### src/design/masked_trimmed_mean_heading_core_defines.svh
// Assertion macros for the heading core
`ifndef MASKED_TRIMMED_MEAN_HEADING_CORE_DEFINES_SVH
`define MASKED_TRIMMED_MEAN_HEADING_CORE_DEFINES_SVH

`define MTMH_CLK_RST @(posedge clk) disable iff (rst)

`define MTMH_ASSERT(label, prop, msg) \
  label: assert property (`MTMH_CLK_RST prop) else $error(msg);

`endif

### src/design/mtmh_pkg.sv
package mtmh_pkg;

  localparam int CODE_W    = 8;
  localparam int HDG_W     = 9;
  localparam int EST_W     = 10;
  localparam int CNT_W     = 11;
  localparam int SUM_W     = 19;
  localparam int QUO_W     = 9;
  localparam int DIV_W     = SUM_W - QUO_W;
  localparam int DIV_STEPS = QUO_W;
  localparam int STEP_W    = $clog2(DIV_STEPS);

  localparam int unsigned MAX_CELLS = 1024;

  localparam logic [CODE_W-1:0] BLOCKED_CODE = 8'd5;
  localparam logic [HDG_W-1:0]  MIN_RESET    = 9'd360;
  localparam logic [CNT_W-1:0]  TRIM_COUNT   = 11'd2;
  localparam logic [CNT_W-1:0]  CNT_LIMIT    = CNT_W'(MAX_CELLS);
  localparam logic [EST_W-1:0]  EST_MAX      = 10'd1022;

  typedef struct packed {
    logic acc;
    logic prep;
    logic step;
    logic load;
  } cmd_t;

  typedef struct packed {
    logic small_count;
  } sts_t;

endpackage

### src/design/mtmh_ctrl.sv
module mtmh_ctrl (
  input  logic              clk,
  input  logic              rst,
  input  logic              in_valid,
  input  logic              last_cell,
  output logic              in_ready,
  input  logic              out_ready,
  output logic              out_valid,
  input  mtmh_pkg::sts_t    sts,
  output mtmh_pkg::cmd_t    cmd
);

  typedef enum logic [1:0] {RUN, PREP, DIV, LOAD} state_t;

  state_t                      state;
  logic [mtmh_pkg::STEP_W-1:0] step_cnt;

  always_comb begin
    in_ready = (state == RUN);
    cmd.acc  = (state == RUN) && in_valid;
    cmd.prep = (state == PREP);
    cmd.step = (state == DIV);
    cmd.load = (state == LOAD) && (!out_valid || out_ready);
  end

  always_ff @(posedge clk) begin
    if (rst) begin
      state     <= RUN;
      step_cnt  <= '0;
      out_valid <= 1'b0;
    end else begin
      if (cmd.load) begin
        out_valid <= 1'b1;
      end else if (out_ready) begin
        out_valid <= 1'b0;
      end
      case (state)
        RUN: begin
          if (in_valid && last_cell) begin
            state <= PREP;
          end
        end
        PREP: begin
          step_cnt <= mtmh_pkg::STEP_W'(mtmh_pkg::DIV_STEPS - 1);
          state    <= sts.small_count ? LOAD : DIV;
        end
        DIV: begin
          if (step_cnt == '0) begin
            state <= LOAD;
          end else begin
            step_cnt <= step_cnt - 1'b1;
          end
        end
        LOAD: begin
          if (cmd.load) begin
            state <= RUN;
          end
        end
        default: begin
          state <= RUN;
        end
      endcase
    end
  end

endmodule

### src/design/mtmh_dp.sv
module mtmh_dp (
  input  logic                          clk,
  input  logic                          rst,
  input  logic [mtmh_pkg::CODE_W-1:0]   cell_code,
  input  logic [mtmh_pkg::HDG_W-1:0]    heading,
  input  logic                          last_cell,
  input  mtmh_pkg::cmd_t                cmd,
  output mtmh_pkg::sts_t                sts,
  output logic [mtmh_pkg::EST_W-1:0]    heading_estimate,
  output logic [mtmh_pkg::CNT_W-1:0]    used_cells
);

  logic [mtmh_pkg::SUM_W-1:0] sum, sum_next, fin_sum, dividend;
  logic [mtmh_pkg::CNT_W-1:0] count, count_next, fin_count, divisor_full;
  logic [mtmh_pkg::HDG_W-1:0] min_h, min_next, fin_min;
  logic [mtmh_pkg::HDG_W-1:0] max_h, max_next, fin_max;
  logic [mtmh_pkg::DIV_W-1:0] rem, rem_next, divisor;
  logic [mtmh_pkg::QUO_W-1:0] quot;
  logic [mtmh_pkg::DIV_W:0]   trial, trial_diff;
  logic                       take, ge;

  always_comb begin
    take       = (cell_code != mtmh_pkg::BLOCKED_CODE) && (count < mtmh_pkg::CNT_LIMIT);
    sum_next   = sum;
    count_next = count;
    min_next   = min_h;
    max_next   = max_h;
    if (take) begin
      sum_next   = sum + mtmh_pkg::SUM_W'(heading);
      count_next = count + 1'b1;
      if (count == '0) begin
        min_next = heading;
        max_next = heading;
      end else begin
        if (heading < min_h) min_next = heading;
        if (heading > max_h) max_next = heading;
      end
    end
  end

  // trimmed sum and divisor for the final division, one restoring divider step, and the small-count flag
  always_comb begin
    dividend     = fin_sum - mtmh_pkg::SUM_W'(fin_min) - mtmh_pkg::SUM_W'(fin_max);
    divisor_full = fin_count - mtmh_pkg::TRIM_COUNT;
    trial        = {rem, quot[mtmh_pkg::QUO_W-1]};
    trial_diff   = trial - {1'b0, divisor};
    ge           = (trial >= {1'b0, divisor});
    rem_next     = ge ? trial_diff[mtmh_pkg::DIV_W-1:0] : trial[mtmh_pkg::DIV_W-1:0];
    sts.small_count = (fin_count <= mtmh_pkg::TRIM_COUNT);
  end

  always_ff @(posedge clk) begin
    if (rst) begin
      sum   <= '0;
      count <= '0;
      min_h <= mtmh_pkg::MIN_RESET;
      max_h <= '0;
    end else if (cmd.acc) begin
      if (last_cell) begin
        sum   <= '0;
        count <= '0;
        min_h <= mtmh_pkg::MIN_RESET;
        max_h <= '0;
      end else begin
        sum   <= sum_next;
        count <= count_next;
        min_h <= min_next;
        max_h <= max_next;
      end
    end
  end

  always_ff @(posedge clk) begin
    if (cmd.acc && last_cell) begin
      fin_sum   <= sum_next;
      fin_count <= count_next;
      fin_min   <= min_next;
      fin_max   <= max_next;
    end
    if (cmd.prep) begin
      rem     <= dividend[mtmh_pkg::SUM_W-1:mtmh_pkg::QUO_W];
      quot    <= dividend[mtmh_pkg::QUO_W-1:0];
      divisor <= divisor_full[mtmh_pkg::DIV_W-1:0];
    end else if (cmd.step) begin
      rem  <= rem_next;
      quot <= {quot[mtmh_pkg::QUO_W-2:0], ge};
    end
    if (cmd.load) begin
      heading_estimate <= sts.small_count ? fin_sum[mtmh_pkg::EST_W-1:0]
                                          : mtmh_pkg::EST_W'(quot);
      used_cells       <= fin_count;
    end
  end

endmodule

### src/design/masked_trimmed_mean_heading_core.sv
// Trimmed-mean heading estimator.
// Input channel (in_valid/in_ready): one grid cell per item with cell_code,
// heading and last_cell. Cells with code 5 are skipped; the rest update a
// running sum, count, min and max (up to 1024 cells per grid).
// Output channel (out_valid/out_ready): one item per grid, sent after the
// item flagged last_cell, carrying heading_estimate and used_cells.
// Throughput: one cell per cycle while a grid streams in. After the last
// cell the input stalls while the result is formed: a prep step, the steps
// of a one-bit-per-cycle restoring divider, then a load step; the divider
// is skipped when two or fewer cells counted.
// The result sits in an output register; the next grid streams in while it
// waits. If the receiver still holds the previous result when a new one is
// ready, the block waits in its load state with in_ready low.
// Reset (rst, synchronous) clears the accumulators and drops out_valid.
`include "masked_trimmed_mean_heading_core_defines.svh"

module masked_trimmed_mean_heading_core (
  input  logic                          clk,
  input  logic                          rst,
  input  logic                          in_valid,
  output logic                          in_ready,
  input  logic [mtmh_pkg::CODE_W-1:0]   cell_code,
  input  logic [mtmh_pkg::HDG_W-1:0]    heading,
  input  logic                          last_cell,
  output logic                          out_valid,
  input  logic                          out_ready,
  output logic [mtmh_pkg::EST_W-1:0]    heading_estimate,
  output logic [mtmh_pkg::CNT_W-1:0]    used_cells
);

  mtmh_pkg::cmd_t cmd;
  mtmh_pkg::sts_t sts;

  mtmh_ctrl u_ctrl (
    .clk       (clk),
    .rst       (rst),
    .in_valid  (in_valid),
    .last_cell (last_cell),
    .in_ready  (in_ready),
    .out_ready (out_ready),
    .out_valid (out_valid),
    .sts       (sts),
    .cmd       (cmd)
  );

  mtmh_dp u_dp (
    .clk              (clk),
    .rst              (rst),
    .cell_code        (cell_code),
    .heading          (heading),
    .last_cell        (last_cell),
    .cmd              (cmd),
    .sts              (sts),
    .heading_estimate (heading_estimate),
    .used_cells       (used_cells)
  );

  `MTMH_ASSERT(a_last_stalls_input, (in_valid && in_ready && last_cell) |=> !in_ready, "no stall")
  `MTMH_ASSERT(a_count_in_range, out_valid |-> (used_cells <= mtmh_pkg::CNT_LIMIT), "bad count")
  `MTMH_ASSERT(a_est_in_range, out_valid |-> (heading_estimate <= mtmh_pkg::EST_MAX), "bad est")

endmodule

### config.mk
export PLATFORM = sky130hd
export DESIGN_NAME = masked_trimmed_mean_heading_core
export DESIGN_NICKNAME = d
export VERILOG_FILES = /design/src/design/mtmh_pkg.sv /design/src/design/mtmh_ctrl.sv /design/src/design/mtmh_dp.sv /design/src/design/masked_trimmed_mean_heading_core.sv
export VERILOG_INCLUDE_DIRS = /design/src /design/src/design
export SDC_FILE = /design/constraint.sdc
export NUM_CORES = 1
export LEC_CHECK = 0
export BUFFER_PORTS_ARGS = -buffer_cell sky130_fd_sc_hd__buf_4
export CORE_MARGIN = 8
export CORE_UTILIZATION = 40
export DETAILED_ROUTE_END_ITERATION = 12
export GPL_ROUTABILITY_DRIVEN = 0
export PLACE_DENSITY_LB_ADDON = 0.08
export SYNTH_ARGS = -nofsm -noshare
export SYNTH_HDL_FRONTEND = slang
export SYNTH_SLANG_ARGS = --single-unit
### constraint.sdc
create_clock -name clk -period 7.31 [get_ports clk]
set_clock_uncertainty 0.2 [all_clocks]
set_input_delay 1.0965 -clock clk [delete_from_list [all_inputs] [get_ports clk]]
set_output_delay 1.0965 -clock clk [all_outputs]
set_load 0.005 [all_outputs]
* Word-level counts from Yosys, hierarchy flattened
Index checks and enable logic that the tools add are counted.
** Word-level totals
- Logic and storage cells :: 78
- Input bits :: 22
- Register bits :: 153
- Output and inout bits :: 23
** Operators by class
- Reduce and logical (&&, ||, !) cells :: 14
- Equality and inequality tests :: 8
- Order comparisons :: 5
- Multiplexer cells :: 27
- Add/subtract/negate cells :: 7
** Operator list (count)
- $mux 9 :: 11
- $mux 19 :: 2
- $sub 19x9->19 :: 2
- $mux 10 :: 3
- $mux 11 :: 2
- $add 19x9->19 :: 1
- $add 11x1->11 const B :: 1
- $ge 11x10->1 :: 1
- $le 11x2->1 const B :: 1
- $logic_not 11->1 :: 1
- $lt 11x11->1 const B :: 1
- $sub 10x10->10 :: 1
- $sub 10x2->10 const B :: 1
- $gt 9x9->1 :: 1
- $lt 9x9->1 :: 1
- $ne 8x3->1 const B :: 1
- $pmux 2 s4 :: 1
- $pmux 4 s2 :: 1
- $mux 2 :: 3
- $logic_and 1x1->1 :: 5
- $eq 2x2->1 const B :: 2
- $logic_not 4->1 :: 1
- $mux 4 :: 1
- $ne 2x1->1 const B :: 2
- other kinds (10) :: 14

* Longest topological paths before layout
Gate-level depths: netlist of the first run.
- Depth in word-level cells :: 5
- Depth in mapped cells :: 11
- Depth with buffers taken out :: 11

* Hierarchy
From an unflattened synthesis of the first run, not the netlist that was laid out.
** Unflattened totals
- Cell total of the unflattened synthesis :: 857
- Area, all modules :: 8943.6 sq um
** Modules (own cells, without submodules)
- mtmh_dp :: times used 1, area each 8528.2 sq um, cells an instance 809
- mtmh_ctrl :: times used 1, area each 415.4 sq um, cells an instance 48

* Least setup slack after synthesis of the first run
No wires, ideal clock.
- Path type :: input to register
- Start :: input port last_cell
- End :: register u_dp.max_h[1] in the netlist's numbering
- Library setup time :: 0.117 ns
- Stages on the path :: 5
- Data arrival time :: 3.137 ns
- Path slack :: 3.856 ns
- Cells stage by stage :: clkbuf_1 > and3_1 > or2_2 > a21oi_1 > a22o_1
** On the way
- Cells in the longest elaborated chain, start to end :: 1
** RTL lines
- start: declaration :: RTL line masked_trimmed_mean_heading_core.sv:24 : input logic last_cell,
- $mux 9 :: RTL line mtmh_dp.sv:59 : if (last_cell) begin
- end signal: assignment :: RTL line mtmh_dp.sv:68 : max_h <= max_next;
- end: declaration :: RTL line mtmh_dp.sv:16 : logic [mtmh_pkg::HDG_W-1:0] max_h, max_next, fin_max;
No other way between the ends.
A chain may end at the register's enable or synchronous reset.

* Worst setup path in the final report of the first run
- Start :: input port cell_code[1] in the netlist's numbering
- End :: register u_dp.max_h[2] in the netlist's numbering
** On the way
- Cells in the longest elaborated chain, start to end :: 4
** RTL lines
- start: declaration :: RTL line masked_trimmed_mean_heading_core.sv:22 : input logic [mtmh_pkg::CODE_W-1:0] cell_code,
- $ne 8x3->1 :: RTL line mtmh_dp.sv:23 : take = (cell_code != mtmh_pkg::BLOCKED_CODE) && (count < mtmh_pkg::CNT_LIMIT);
- $logic_and 1x1->1 :: RTL line mtmh_dp.sv:23
- $mux 9 :: RTL line mtmh_dp.sv:28 : if (take) begin
- $mux 9 :: RTL line mtmh_dp.sv:59
No other way between the ends.

==> reports/metrics.csv, run 1 <==
stage;metric;value;unit
clock_network;maximum buffer depth of the clock tree;2;
clock_network;Worst-Skew Late Latency;430;ps
critical_path;Reg2Reg Depth;9;
critical_path;Buf/Inv on CP;1;
global_route;vias in the first global route;5957;
worst_hold_path;WHS Path Cells;1;
sta;Period minus WS final;3290;ps
yosys;sequential-to-total area share from yosys stat;0.474;
global_route;Overflow after GRT;0;
yosys;ys async rst share;0;
clock_network;CTS clock-pin slew for the worst setup and hold paths;70;ps
global_route;gr busiest metal;met2;
flow_run;# Max-Cap Violations;0;
sta;Setup violations, final;0;
cells_and_area;diodes inserted;0;
detailed_routing;initial DRC count;352;
detailed_routing;vias per cell;5.32;
critical_path;crit path kind;primary input to flop;
sta;highest clock rate;0.304;GHz
clock_network;Post-CTS Hold Fix Bufs;0;
die;chip width;162;um
global_route;GR Util met3;0.0301;
critical_path;reg2reg end;u_dp.rem[9];
yosys;most numerous cell in the Yosys netlist;edfxtp_1;
global_route;initial antenna violation count;0;
yosys;Post-Synthesis Cells;812;
yosys;Post-synth top cells;edfxtp_1, inv_1, nand2_1;
clock_network;cts bufs inserted;17;
critical_path;CP Cell Sequence;buf_4, nor4bb_1, nand2_1, nand2b_1, o22ai_2, a21oi_1, a22o_1;
critical_path;Crit path max-delay family;compound AO/OA/AOI/OAI gates;
critical_path;worst path required time;7480;ps
detailed_routing;post-route ant nets;0;
critical_path;Startpoint Class;primary input;
clock_network;H-tree depth;4;
yosys;Synth Net Count;902;
detailed_routing;drt first pass iters;5;
critical_path;CP Capture Type;flop;
yosys;Syn. warnings;0;
critical_path;Crit path largest cell delay;610;ps
clock_network;clock tree from TritonCTS;built;
critical_path;RR Startpoint;u_dp.fin_sum[0];
global_route;GRT Total Usage;0.153;
placement;Final HPWL DP;14900;um
yosys;post-synth top area cell;edfxtp_1;
sta;max-slew violations;0;
sta;Sum Neg Setup Slack;0;ps
clock_network;postcts setup bufs;0;
cells_and_area;layout cells sized above 1;0.130;
clock_network;Num Clock Sinks;153;
worst_hold_path;Worst Hold Class;flop to flop;
detailed_routing;post-detailed-routing wire length;19800;um
sta;RSZ-0062 raised after global routing;no;
critical_path;critical path depth;7;
sta;Hold Fails Final Rpt;0;
die;initial core utilization;0.407;
clock_network;CTS root buf;clkbuf_16;
power_and_ir_drop;PD cells;356;nW/um^2
detailed_routing;Residual DRC;0;
yosys;Post-synth EDFFs;98;
critical_path;Critical-path top delay cell;a21oi_1;
global_route;largest net degree at the start of global routing;50;
critical_path;FF-to-FF setup slack;4100;ps
worst_hold_path;Worst Hold End;u_dp.max_h[8];
detailed_routing;vias;6075;
global_route;GR Util met1;0.207;
die;IO Count;45;
critical_path;Worst Path Max Fanout;17;
die;cell row count;53;
worst_hold_path;hold_sp;u_dp.max_h[8];
die;Die H;162;um
die;Die Area;26200;sq um
yosys;top post-synthesis cells by area;edfxtp_1, dfxtp_1, ha_1, xnor2_1, inv_1;
cells_and_area;fillcell total;2028;
cells_and_area;Multi-input gate area;4130;sq um
power_and_ir_drop;VDD IR-drop max;0.000167;V
yosys;Mapped Area;8530;sq um
clock_network;cts repair resizes;0;
critical_path;Worst EP arrival;3460;ps
sta;Tcrit/Tclk final;0.450;
status;outcome;finished clean;
global_route;first-pass GRT wire length;31600;um
cells_and_area;FF+latch area;4040;sq um
placement;Port Buf Inserts;44;
yosys;Primary FF master, synth;edfxtp_1;
power_and_ir_drop;Pleak;3.86;nW
detailed_routing;drt wl/cell;17.3;um
yosys;Synth Register Bits;153;
yosys;syn_area_per_cell;10.5;sq um
yosys;synth unique cells;69;
sta;Max-slew headroom;0.227;
cells_and_area;area delta synth->final;14.6;%
die;core area;21000;sq um
global_route;grt met2 use;0.239;
yosys;top cell type's share of synthesized area;0.345;
cells_and_area;nets@finish;944;
sta;Worst Max-Slew Pin Slew;1150;ps
power_and_ir_drop;Power Total;0.00348;W
where the power goes:
part	internal, W	leakage [nW]	switching, W
combinational	0.000539	2.18	0.000734
clock	0.000570	0.324	0.000361
sequential	0.00118	1.36	0.0000930
total	0.00229	3.86	0.00119
state kept, by name (all words and copies together), names as in the netlist, 10 cells and up:
| name | cells |
|---|---|
| u_dp.heading_estimate | 10 |
| u_dp.fin_sum | 19 |
| u_dp.divisor | 10 |
| u_dp.sum | 19 |
| u_dp.rem | 10 |
| u_dp.count | 11 |
| u_dp.used_cells | 11 |
| u_dp.fin_count | 11 |
metrics by stage:
stage / cells / utilization / hold WS (ps) / setup WS [ps] / instance area, sq um
finish: 1142 / 0.466 / 271 / 4020 / 9770
global route: 1142 / 0.466 / 297 / 3760 / 9770
CTS: 1142 / 0.466 / 280 / 4060 / 9770
detailed placement: 1110 / 0.435 / 258 / 3620 / 9120
global placement: 1110 / 0.435 / 254 / 3640 / 9120
floorplan: 812 / - / 228 / 3860 / 8530
kinds of logic (layout without fill, tap and decap cells):
kind of cell,Yosys count,count (layout),share of synthesized area
DFF,153,153,0.474
AOI/OAI and AO/OA,192,192,0.150
and+or+nand+nor,221,221,0.126
muxes,33,33,0.0412
xor gates and xnor gates,55,55,0.0565
buffers and inverters,90,145,0.0421
adders and majority gates,68,68,0.109
cell type report:
| class | count | area share |
|---|---|---|
| clock buffer | 24 | 0.0603 |
| clock inverter | 8 | 0.00653 |
| inverter | 66 | 0.0254 |
| tap | 275 | 0.0352 |
| sequential | 153 | 0.414 |
| multi-input combinational | 569 | 0.423 |
| timing repair buffer | 47 | 0.0361 |
layout by cell type, fill, tap and decap left out, types with 17 or more instances in the layout:
cell	n
nand2_1	65
dfxtp_1	55
clkbuf_16	23
edfxtp_1	98
buf_4	47
o21ai_0	39
a21oi_1	43
ha_1	57
xnor2_1	38
nor2_1	58
xor2_1	17
inv_1	65
worst max path at each step:
| stage | to | slack, ps | from |
|---|---|---|---|
| after floorplan | u_dp.max_h[1] | 3860 | last_cell |
| after global placement | u_dp.max_h[1] | 3640 | cell_code[5] |
| after detailed placement | u_dp.max_h[5] | 3620 | cell_code[1] |
| after CTS | u_dp.max_h[5] | 4060 | cell_code[1] |
| after global routing | u_dp.max_h[0] | 3760 | cell_code[1] |
| final | u_dp.max_h[2] | 4020 | cell_code[1] |
metal layers:
layer  wire, um  part of all wire
met5          0                 0
met2       8940              0.45
met1       9740              0.49
met3        806             0.041
met4        267             0.014
(Power assumes the default switching activity.)
==> inputs of run 2 (changes only) <==
Clock period 7.31 ns to 3.3 ns, I/O delays scaled along.
==> reports/metrics.csv, run 2 (same netlist as run 1, synthesis figures left out) <==
stage;metric;value;unit;change
die;chip width;162;um;unchanged
critical_path;CP Capture Type;flop;;
global_route;largest net degree at the start of global routing;49;;-2.0%
clock_network;Post-CTS Hold Fix Bufs;0;;unchanged
worst_hold_path;hold_sp;heading[0];;
placement;DP Area;9220;sq um;+1.1%
sta;Tcrit/Tclk final;0.944;;
critical_path;crit path kind;flop to flop;;
placement;Port Buf Inserts;44;;unchanged
detailed_routing;drt wl/cell;17.5;um;+0.89%
clock_network;Worst-Skew Late Latency;420;ps;about the same
global_route;first-pass GRT wire length;32500;um;+3.0%
sta;RSZ-0062 raised after global routing;no;;
critical_path;Startpoint Class;flop;;
power_and_ir_drop;PD cells;800;nW/um^2;+120%
cells_and_area;layout cells sized above 1;0.140;;+0.00928
critical_path;worst path required time;3260;ps;-4220 ps
die;Die H;162;um;unchanged
global_route;initial antenna violation count;0;;unchanged
sta;highest clock rate;0.321;GHz;
detailed_routing;initial DRC count;326;;-7.4%
cells_and_area;nets@finish;958;;+1.5%
detailed_routing;post-detailed-routing wire length;20200;um;+2.1%
flow_run;# Max-Cap Violations;0;;unchanged
clock_network;CTS clock-pin slew for the worst setup and hold paths;60;ps;about the same
power_and_ir_drop;Pleak;3.92;nW;+1.5%
cells_and_area;commonest non-fill, non-tap cell in the layout;edfxtp_1;;
clock_network;maximum buffer depth of the clock tree;2;;unchanged
die;IO Count;45;;unchanged
critical_path;Worst Setup SP;u_dp.fin_sum[0];;
sta;Max-slew headroom;0.238;;+0.0113
die;cell row count;53;;unchanged
clock_network;cts bufs inserted;17;;unchanged
cells_and_area;fillcell total;1990;;-1.9%
die;Die Area;26200;sq um;unchanged
detailed_routing;vias per cell;5.34;;+0.43%
die;initial core utilization;0.407;;unchanged
critical_path;Worst Path Max Fanout;3;;-14
clock_network;Num Clock Sinks;153;;unchanged
detailed_routing;Residual DRC;0;;unchanged
sta;Worst Max-Slew Pin Slew;1140;ps;-16.8 ps
critical_path;Worst EP arrival;3070;ps;-390 ps
cells_and_area;area delta synth->final;15.9;%;
sta;Hold Fails Final Rpt;0;;unchanged
die;core area;21000;sq um;unchanged
clock_network;H-tree depth;4;;unchanged
cells_and_area;cell area after layout;9880;sq um;+1.2%
cells_and_area;Top Registers;u_dp.fin_sum (19), u_dp.sum (19);;
sta;max-slew violations;0;;unchanged
critical_path;RR Startpoint;u_dp.fin_sum[0];;
placement;Final HPWL DP;15300;um;+2.8%
global_route;GRT Total Usage;0.157;;+0.00401
sta;Sum Neg Setup Slack;0;ps;unchanged
clock_network;clock tree from TritonCTS;built;;
power_and_ir_drop;VDD IR-drop max;0.000374;V;+120%
cells_and_area;diodes inserted;0;;unchanged
clock_network;CTS root buf;clkbuf_16;;
sta;Period minus WS final;3110;ps;
detailed_routing;drt first pass iters;5;;unchanged
global_route;vias in the first global route;6196;;+4.0%
detailed_routing;vias;6176;;+1.7%
detailed_routing;post-route ant nets;0;;unchanged
status;outcome;finished clean;;
sta;Setup violations, final;0;;unchanged
global_route;Overflow after GRT;0;;unchanged
worst_hold_path;Worst Hold Class;primary input to flop;;
cells_and_area;commonest non-fill, non-tap cells in the layout;edfxtp_1, inv_1, nand2_1;;
## run 2: changes by cell type in the layout (fill, tap and decap cells not counted), sizes merged
cell	before	now
clkinvlp	0	1
buf	47	61
bufinv	0	5
inv	67	66
clkbuf	24	19
## run 2: stage by stage
stage               hold WS (ps)  setup slack (ps)  total power (W)  utilization  cells
floorplan                    228               374          0.00494            -    812
global placement             251               200          0.00572        0.440   1122
detailed placement           253               185          0.00578        0.440   1122
CTS                          135               136          0.00795        0.471   1154
global route                 137              13.8          0.00842        0.472   1156
finish                       149               186          0.00790        0.472   1156
## run 2: what timing repair did
item                       in CTS  in global routing
setup endpoints to repair       0                  1
buffers inserted                0                  2
resized for setup               0                  1
## run 2: worst max-delay path, cell delays in order, from the launching register on
cell and delay (ps):
edfxtp_1 410, fa_1 420, fa_1 430, a211oi_1 270
nor2_1 120, o31a_1 320, nor3_4 240, buf_4 140
nand3b_1 90, xor2_1 140, mux2i_1 80
## run 2: layer usage
layer  track usage  share of wire  vias up
li1              -              -     3050
met1         0.212           0.49     2981
met2         0.248           0.46      123
met3        0.0291          0.031       22
met4        0.0530          0.016        0
met5             0              0        -
## run 2: power breakdown
group	switching (W)	internal, W
sequential	0.000208	0.00261
clock	0.000771	0.00136
combinational	0.00168	0.00128
## run 2: worst paths after layout
check | cells past startpoint | slack, ps | end
hold / removal | 2 | 150 | u_dp.min_h[0]
setup / recovery | 10 | 190 | u_dp.rem[5]
hold reg to reg | 1 | 270 | u_dp.max_h[6]
setup reg to reg | 10 | 190 | u_dp.rem[5]
## run 2: final cells by class
type                            instances  area [sq um]  share of cell area
Clock buffer                           19           443              0.0448
Clock inverter                         13           200              0.0203
Sequential cell                       153          4040               0.409
Timing Repair Buffer                   61           470              0.0476
Inverter                               66           248              0.0251
Tap cell                              275           344              0.0348
Multi-Input combinational cell        569          4130               0.418
